`config.mk`:
```
export PLATFORM = sky130hd
export DESIGN_NAME = multi_channel_soft_timer_bank
export DESIGN_NICKNAME = d
export VERILOG_FILES = /design/src/stb_pkg.sv /design/src/multi_channel_soft_timer_bank.sv /design/src/stb_ctrl.sv /design/src/stb_datapath.sv
export SDC_FILE = /design/constraint.sdc
export NUM_CORES = 1
export LEC_CHECK = 0
export BUFFER_PORTS_ARGS = -buffer_cell sky130_fd_sc_hd__buf_2
export CAP_MARGIN = 30
export CELL_PAD_IN_SITES_DETAIL_PLACEMENT = 0
export CELL_PAD_IN_SITES_GLOBAL_PLACEMENT = 1
export CORE_UTILIZATION = 25
export CTS_BUF_LIST = sky130_fd_sc_hd__clkbuf_4 sky130_fd_sc_hd__clkbuf_8
export CTS_CLUSTER_DIAMETER = 30
export DETAILED_ROUTE_END_ITERATION = 8
export PLACE_DENSITY_LB_ADDON = 0.1
export SYNTH_ARGS = -nofsm -noshare
export SYNTH_HDL_FRONTEND = slang
export SYNTH_SLANG_ARGS = --single-unit
```
`constraint.sdc`:
```
create_clock -name clock -period 8.29 [get_ports clock]
set_input_delay 2.487 -clock clock [delete_from_list [all_inputs] [get_ports clock]]
set_output_delay 2.487 -clock clock [all_outputs]
set_load 0.02 [all_outputs]
```
`src/stb_pkg.sv`:
```
package stb_pkg;

   localparam int TIMER_COUNT = 8;
   localparam int COUNT_WIDTH = 32;
   localparam int OPCODE_WIDTH = 2;
   localparam int ID_WIDTH = 8;
   localparam int START_WIDTH = 32;
   localparam int STATUS_WIDTH = 3;
   localparam int INDEX_WIDTH = (TIMER_COUNT > 1) ? $clog2(TIMER_COUNT) : 1;

   typedef enum logic [OPCODE_WIDTH-1:0] {
      OP_START_ONESHOT  = 2'd0,
      OP_START_PERIODIC = 2'd1,
      OP_TICK           = 2'd2,
      OP_CHECK          = 2'd3
   } opcode_type;

   typedef enum logic [STATUS_WIDTH-1:0] {
      STATUS_OK          = 3'd0,
      STATUS_BAD_ID      = 3'd1,
      STATUS_IN_USE      = 3'd2,
      STATUS_NOT_IN_USE  = 3'd3,
      STATUS_EXPIRED     = 3'd4,
      STATUS_NOT_EXPIRED = 3'd5
   } status_type;

   typedef struct packed {
      logic exec;
   } dp_cmd_type;

endpackage

```
`src/multi_channel_soft_timer_bank.sv`:
```
// Latency: a result is valid the cycle after its request transfer.
// Throughput: one request per cycle; the single output register holds a
// result while rsp_stall is high and stalls the request side only then.
// Reset (synchronous, active high) frees every timer, clears all expired
// flags and mode bits, and empties the output register.
module multi_channel_soft_timer_bank
   import stb_pkg::*;
(
   input  logic                    clock,
   input  logic                    reset,
   input  logic                    req_valid,
   output logic                    req_stall,
   input  logic [OPCODE_WIDTH-1:0] req_opcode,
   input  logic [ID_WIDTH-1:0]     req_timer_id,
   input  logic [START_WIDTH-1:0]  req_start_time,
   output logic                    rsp_valid,
   input  logic                    rsp_stall,
   output logic [STATUS_WIDTH-1:0] rsp_status
);

   dp_cmd_type cmd;

   stb_ctrl u_ctrl (
      .clock     (clock),
      .reset     (reset),
      .req_valid (req_valid),
      .req_stall (req_stall),
      .rsp_valid (rsp_valid),
      .rsp_stall (rsp_stall),
      .cmd       (cmd)
   );

   stb_datapath u_datapath (
      .clock          (clock),
      .reset          (reset),
      .cmd            (cmd),
      .req_opcode     (req_opcode),
      .req_timer_id   (req_timer_id),
      .req_start_time (req_start_time),
      .rsp_status     (rsp_status)
   );

endmodule

```
`src/stb_ctrl.sv`:
```
module stb_ctrl
   import stb_pkg::*;
(
   input  logic       clock,
   input  logic       reset,
   input  logic       req_valid,
   output logic       req_stall,
   output logic       rsp_valid,
   input  logic       rsp_stall,
   output dp_cmd_type cmd
);

   typedef enum logic {
      S_EMPTY,
      S_FULL
   } state_type;

   state_type state_ff;
   logic      accept;

   assign req_stall = (state_ff == S_FULL) && rsp_stall;
   assign accept    = req_valid && !req_stall;
   assign cmd.exec  = accept;
   assign rsp_valid = (state_ff == S_FULL);

   always_ff @(posedge clock) begin
      if (reset) begin
         state_ff <= S_EMPTY;
      end else begin
         unique case (state_ff)
            S_EMPTY: begin
               if (accept) begin
                  state_ff <= S_FULL;
               end
            end
            S_FULL: begin
               if (!accept && !rsp_stall) begin
                  state_ff <= S_EMPTY;
               end
            end
            default: state_ff <= S_EMPTY;
         endcase
      end
   end

endmodule

```
`src/stb_datapath.sv`:
```
module stb_datapath
   import stb_pkg::*;
(
   input  logic                    clock,
   input  logic                    reset,
   input  dp_cmd_type              cmd,
   input  logic [OPCODE_WIDTH-1:0] req_opcode,
   input  logic [ID_WIDTH-1:0]     req_timer_id,
   input  logic [START_WIDTH-1:0]  req_start_time,
   output logic [STATUS_WIDTH-1:0] rsp_status
);

   logic [COUNT_WIDTH-1:0] count_ff  [TIMER_COUNT];
   logic [COUNT_WIDTH-1:0] count_in  [TIMER_COUNT];
   logic [COUNT_WIDTH-1:0] reload_ff [TIMER_COUNT];
   logic [COUNT_WIDTH-1:0] reload_in [TIMER_COUNT];
   logic [TIMER_COUNT-1:0] in_use_ff, in_use_in;
   logic [TIMER_COUNT-1:0] expired_ff, expired_in;
   logic [TIMER_COUNT-1:0] periodic_ff, periodic_in;
   status_type             status_ff, status_in;

   opcode_type             op;
   logic                   id_ok;
   logic [INDEX_WIDTH-1:0] idx;
   logic [COUNT_WIDTH-1:0] load_value;
   logic [COUNT_WIDTH-1:0] dec_value [TIMER_COUNT];

   assign op         = opcode_type'(req_opcode);
   assign id_ok      = ({1'b0, req_timer_id} < (ID_WIDTH + 1)'(TIMER_COUNT));
   assign idx        = req_timer_id[INDEX_WIDTH-1:0];
   assign load_value = req_start_time[COUNT_WIDTH-1:0];
   assign rsp_status = status_ff;

   always_comb begin
      for (int k = 0; k < TIMER_COUNT; k++) begin
         dec_value[k] = count_ff[k] - COUNT_WIDTH'(1);
      end
   end

   always_comb begin
      count_in    = count_ff;
      reload_in   = reload_ff;
      in_use_in   = in_use_ff;
      expired_in  = expired_ff;
      periodic_in = periodic_ff;
      status_in   = STATUS_OK;
      unique case (op)
         OP_START_ONESHOT, OP_START_PERIODIC: begin
            if (!id_ok) begin
               status_in = STATUS_BAD_ID;
            end else if (in_use_ff[idx]) begin
               status_in = STATUS_IN_USE;
            end else begin
               in_use_in[idx]   = 1'b1;
               periodic_in[idx] = (op == OP_START_PERIODIC);
               count_in[idx]    = load_value;
               if (op == OP_START_PERIODIC) begin
                  reload_in[idx] = load_value;
               end
            end
         end
         OP_TICK: begin
            for (int k = 0; k < TIMER_COUNT; k++) begin
               if (in_use_ff[k] && (count_ff[k] != '0)) begin
                  if (dec_value[k] == '0) begin
                     expired_in[k] = 1'b1;
                     count_in[k]   = periodic_ff[k] ? reload_ff[k] : dec_value[k];
                  end else begin
                     count_in[k] = dec_value[k];
                  end
               end
            end
         end
         OP_CHECK: begin
            if (!id_ok) begin
               status_in = STATUS_BAD_ID;
            end else if (!in_use_ff[idx]) begin
               status_in = STATUS_NOT_IN_USE;
            end else if (!expired_ff[idx]) begin
               status_in = STATUS_NOT_EXPIRED;
            end else begin
               status_in       = STATUS_EXPIRED;
               expired_in[idx] = 1'b0;
               if (!periodic_ff[idx]) begin
                  in_use_in[idx] = 1'b0;
               end
            end
         end
         default: status_in = STATUS_OK;
      endcase
   end

   always_ff @(posedge clock) begin
      if (reset) begin
         in_use_ff   <= '0;
         expired_ff  <= '0;
         periodic_ff <= '0;
      end else if (cmd.exec) begin
         in_use_ff   <= in_use_in;
         expired_ff  <= expired_in;
         periodic_ff <= periodic_in;
      end
   end

   always_ff @(posedge clock) begin
      if (cmd.exec) begin
         count_ff  <= count_in;
         reload_ff <= reload_in;
         status_ff <= status_in;
      end
   end

endmodule

```
Word level (Yosys, flattened, before mapping)
Index checks and enable logic that the tools add are counted.
{"block": "totals", "output_inout_bits": 5, "regBits": 540, "in_bits": 46}
{"block": "classes", "add_sub_neg": 8, "mux": 76, "reduce_logical": 56, "order_cmp": 5, "n_eq_ne": 25, "n_bitwise": 7}
{"operator": "$mux W32", "count": 25}
{"operator": "$bwmux W256", "count": 2}
{"operator": "$mux W256", "count": 2}
{"operator": "$pmux W256 S2", "count": 1}
{"operator": "$logic_not A32 Y1", "count": 8}
{"operator": "$reduce_bool A32 Y1", "count": 8}
{"operator": "$sub A32 B1 Y32 const B", "count": 8}
{"operator": "$demux W32 S3", "count": 1}
{"operator": "$mux W8", "count": 9}
{"operator": "$reduce_and A7 Y1", "count": 8}
{"operator": "$reduce_and A5 Y1", "count": 9}
{"operator": "$ne A2 B1 Y1 const B", "count": 20}
{"operator": "$pmux W8 S2", "count": 2}
{"operator": "$mux W1", "count": 23}
{"operator": "$and A8 B8 Y8", "count": 2}
{"operator": "$logic_and A1 B1 Y1", "count": 13}
{"operator": "$bmux W1 S3", "count": 3}
{"operator": "$mux W3", "count": 3}
{"operator": "$bwmux W8", "count": 1}
{"operator": "$lt A8 B4 Y1 const B", "count": 1}
{"operator": "$not A8 Y8", "count": 1}
{"operator": "$or A8 B8 Y8", "count": 1}
{"operator": "$reduce_and A8 Y1", "count": 1}
{"operator": "$pmux W3 S2", "count": 1}
{"operator": "17 further kinds", "count": 24}

Longest topological paths before layout
{"block": "logic_depth", "word_depth": 11, "depth_mapped": 15, "mapped_depth_nobuf": 11}

Hierarchy
A second synthesis with hierarchy kept.
{"block": "hier_totals", "cells_unflattened": 2851, "hier_area_um2": 29975.0}
{"module": "stb_datapath", "cells_each": 2846, "area_each_um2": 29928.7, "instances": 1, "seq_area_each_um2": 15945.3}
{"module": "stb_ctrl", "cells_each": 5, "area_each_um2": 46.3, "instances": 1, "seq_area_each_um2": 20.0}

Least setup slack after synthesis
Ideal clock, no wire load.
{"block": "synth_timing", "path_kind": "input to register", "startpoint": "input port req_timer_id[0]", "endpoint": "register u_datapath.count_ff[224] (netlist bit) (enable)", "path_slack_ns": 1.399, "setup_ns": 0.470, "path_buffers": 2, "t_arrival_ns": 6.421, "required_time_ns": 7.820, "cell_stages": 8, "cell_sequence": "clkbuf_1 -> buf_1 -> nor2_1 -> o31ai_1 -> o21ai_0 -> nor3_1 -> o21ai_1 -> a211oi_1"}
{"block": "synth_between", "elab_chain_len": 4, "word_cells_on_any_way": 6, "classes_between": "1 x order compare; 2 x eq/ne; 2 x mux; 1 x reduce/logical"}
{"element": "from (decl)", "line": "multi_channel_soft_timer_bank.sv:14", "source": "input logic [ID_WIDTH-1:0] req_timer_id,"}
{"element": "branches (longest 3 deep; another with $lt A8 B4 Y1)"}
{"element": "$reduce_and A5 Y1 (no source line) (*)"}
{"element": "to (signal assigned)", "line": "stb_datapath.sv:107", "source": "count_ff <= count_in;"}
{"element": "to (decl)", "line": "stb_datapath.sv:13", "source": "logic [COUNT_WIDTH-1:0] count_ff [TIMER_COUNT];"}
Mark *: on every way between the ends. The select of a mux whose other input is x is not followed.
A chain may end at the register's enable or synchronous reset.

Worst setup path in the final report
{"block": "layout_timing", "startpoint": "input port rsp_stall", "endpoint": "output port req_stall"}
{"block": "layout_between", "elab_chain_len": 1}
{"element": "from (decl)", "line": "multi_channel_soft_timer_bank.sv:17", "source": "input logic rsp_stall,"}
{"element": "$logic_and A1 B1 Y1", "line": "stb_ctrl.sv:21", "source": "assign req_stall = (state_ff == S_FULL) && rsp_stall;"}
{"element": "to (decl)", "line": "multi_channel_soft_timer_bank.sv:12", "source": "output logic req_stall,"}
No other way between the ends.

==> flow_metrics.py <==
metrics = {
    "status": {
        "status": "complete, no violations",
    },
    "finish": {
        "final_util_pct": 30.1,
        "nNetsFinal": 2831,
        "layout-drive-gt1-share_pct": 14.9,
        "register_area_um2": 16000,
        "fin_area_um2": 33800,
        "multi_input_area_um2": 11600,
        "syn_to_final_growth_pct": 19.1,
        "fillerInstances": 11600,
    },
    "worst_setup_path": {
        "crit_arrival_ps": 2860,
        "cp-start-kind": "input pin",
        "critical_path_class": "input pin to primary output",
        "reg2reg_slack_ps": 3460,
        "required_ps": 5800,
        "cp_max_fo": 2,
        "r2r-end": "u_datapath.count_ff[36]",
        "r2r_start": "u_datapath.count_ff[32]",
        "worst-r2r-cell-count": 13,
        "end_kind": "primary output",
    },
    "global_route": {
        "grt_usage_pct": 18.2,
        "grt_max_degree": 102,
        "globalRouteOverflowTotal": 0,
        "antenna_found_initial": 15,
        "grt_first_pass_wirelength_um": 154000,
        "grt_pass1_vias": 22300,
    },
    "yosys": {
        "yosysTopAreaCell": "edfxtp_1",
        "synth_ff_type": "edfxtp_1",
        "syn_inst": 2710,
        "synth_top_area_share_pct": 54.5,
        "syn-num-nets": 2772,
        "ys_types": 78,
        "ys_warn_count": 0,
        "syn-cell-area_um2": 28400,
        "ys_seq_elements": 540,
        "synth_area_leaders": "edfxtp_1 (54%), nand3_1 (4.5%), a21oi_1 (3.9%)",
        "yosysSeqAreaShare_pct": 56.2,
        "synth_edf_count": 515,
        "syn_area_per_cell_um2": 10.5,
        "async_flop_share_pct": 0,
    },
    "clocking": {
        "clkTransAtPathRegs_ps": 50,
        "hold_buffers": 0,
        "postCtsSetupBuffers": 0,
        "cts_max_level": 4,
        "cts_inserted_buffers": 167,
        "root_buffer": "clkbuf_8",
        "clock_latency_ps": 810,
        "clockBufferDepth": 3,
        "post_cts_resized": 0,
        "cts.sinks": 540,
        "cts_tree": "done",
    },
    "floorplan": {
        "die_h_um": 339,
        "rows": 123,
        "die_width_um": 339,
        "die-area_um2": 115000,
        "core-area_um2": 112000,
        "ios": 51,
        "initial_core_util_pct": 25.2,
    },
    "sta": {
        "post-route-min-period_ps": 5350,
        "finalCritPeriodShare_pct": 64.5,
        "setup_violations": 0,
        "maxSlewHeadroom_pct": 33.3,
        "finalClockSkew_ps": 40.1,
        "worst_slew_pin_slew_ps": 998,
        "hold_viol_final": 0,
        "fmax_ghz": 0.187,
        "drv_slew": 0,
        "tns_ps": 0,
        "rsz0062_at_grt": "no",
    },
    "detailed_routing": {
        "wire_per_inst_um": 23.9,
        "viasPerCell": 5.05,
        "drt_iter0_markers": 1627,
        "firstDrtPassIters": 6,
        "vias": 22300,
        "drt-total-wl_um": 105000,
        "ant_nets": 0,
        "drc": 0,
    },
    "pwr": {
        "power.leakage_nw": 10.6,
        "total_power_w": 0.00744,
        "powerDensity_nw_per_um2": 220,
        "ir_drop_v": 0.000118,
    },
    "worst_hold_path": {
        "holdCritStartpoint": "u_datapath.expired_ff[5]",
        "hold_class": "flop to flop",
        "worstHoldPathCells": 1,
        "holdPathEnd": "u_datapath.expired_ff[5]",
    },
    "place": {
        "dpl.hpwl_um": 63700,
        "gp_congestion": 0.795,
        "placed_cell_area_um2": 30300,
        "portBuffers": 50,
    },
    "flow_run": {
        "cap_viol_max_count": 0,
    },
}
-- critical path, stage by stage --
cell,delay (ps)
buf_2,100
nand2_1,70
inv_1,60
buf_2,150
-- worst max path at each step --
stage / start / end / slack (ps) / cells past startpoint
finish: rsp_stall / req_stall / 2940 / 4
global placement: req_timer_id[0] / u_datapath.reload_ff[141] / 2070 / 9
floorplan: req_timer_id[0] / u_datapath.count_ff[224] / 1400 / 8
CTS: rsp_stall / req_stall / 2940 / 4
global route: req_timer_id[0] / u_datapath.reload_ff[111] / 2760 / 9
detailed placement: req_timer_id[0] / u_datapath.reload_ff[116] / 2150 / 9
-- where the power goes --
part | internal (W) | switching (W)
Clock | 0.00254 | 0.00151
Sequential | 0.00302 | 0.0000299
Combinational | 0.0000787 | 0.000264
-- metal layers --
layer / vias to the layer above / routed length (um) / track usage, %
met5: - / 71 / 0
met4: 12 / 2260 / 5.87
met3: 161 / 5750 / 3.64
met2: 610 / 47900 / 28.3
met1: 11000 / 49300 / 25.1
li1: 10500 / - / -
-- state kept, by name (all words and copies together) (netlist names), named ones only --
signal and cells:
u_datapath.reload_ff 256, u_datapath.count_ff 256, u_datapath.expired_ff 8, u_datapath.rsp_status 3, u_ctrl.rsp_valid 1, u_datapath.periodic_ff 8
-- cell type report --
cell class / count / share of cell area, %
multi-input combinational: 1917 / 34.2
timing repair buffer: 98 / 2.13
clock inverter: 103 / 2.61
inverter: 45 / 0.499
clock buffer: 206 / 7.75
tap: 1500 / 5.55
antenna: 5 / 0.0370
sequential: 540 / 47.2
-- Yosys cell counts (17+ instances only) --
library cell / instances
edfxtp_1: 515
nand3_1: 257
a21oi_1: 224
o21ai_0: 203
nor2_1: 177
clkbuf_1: 158
nand2_1: 137
nor3_1: 110
xnor2_1: 109
xor2_1: 105
nor4_1: 85
inv_1: 44
or3_1: 41
buf_1: 35
or4_1: 32
a211oi_1: 31
o21ai_1: 31
a31oi_1: 30
nand4_1: 30
dfxtp_1: 25
a21boi_0: 24
mux2i_1: 23
nand2b_1: 18
o31ai_1: 18
o22ai_1: 17
-- logic make-up (layout without fill, tap and decap cells) --
kind of cell | after synthesis | count (layout) | synth area share [%]
adders and majority gates | 16 | 16 | 0.705
xor gates and xnor gates | 214 | 214 | 6.60
buffers and inverters | 253 | 452 | 3.49
DFF | 540 | 540 | 56.2
other | 0 | 5 | 0
AOI/OAI and AO/OA | 659 | 659 | 13.5
muxes | 27 | 27 | 0.970
and+or+nand+nor | 1001 | 1001 | 18.5
-- stage by stage --
| stage | setup slack [ps] | cells | hold WS (ps) |
|---|---|---|---|
| floorplan | 1400 | 2710 | 435 |
| global placement | 2070 | 4092 | 459 |
| detailed placement | 2150 | 4100 | 468 |
| CTS | 2940 | 4409 | 480 |
| global route | 2760 | 4411 | 500 |
| finish | 2940 | 4414 | 474 |
-- placed cells by master, fill, tap and decap left out, types with 41 or more instances in the layout --
master    count
nor4_1       84
nand3_1     257
inv_1        44
a21oi_1     223
buf_2        51
xnor2_1     109
nand2_1     136
clkbuf_8    172
edfxtp_1    515
or3_1        41
o21ai_0     203
xor2_1      105
nor2_1      164
nor3_1      104
No activity file was read; power rests on OpenSTA's default activity.
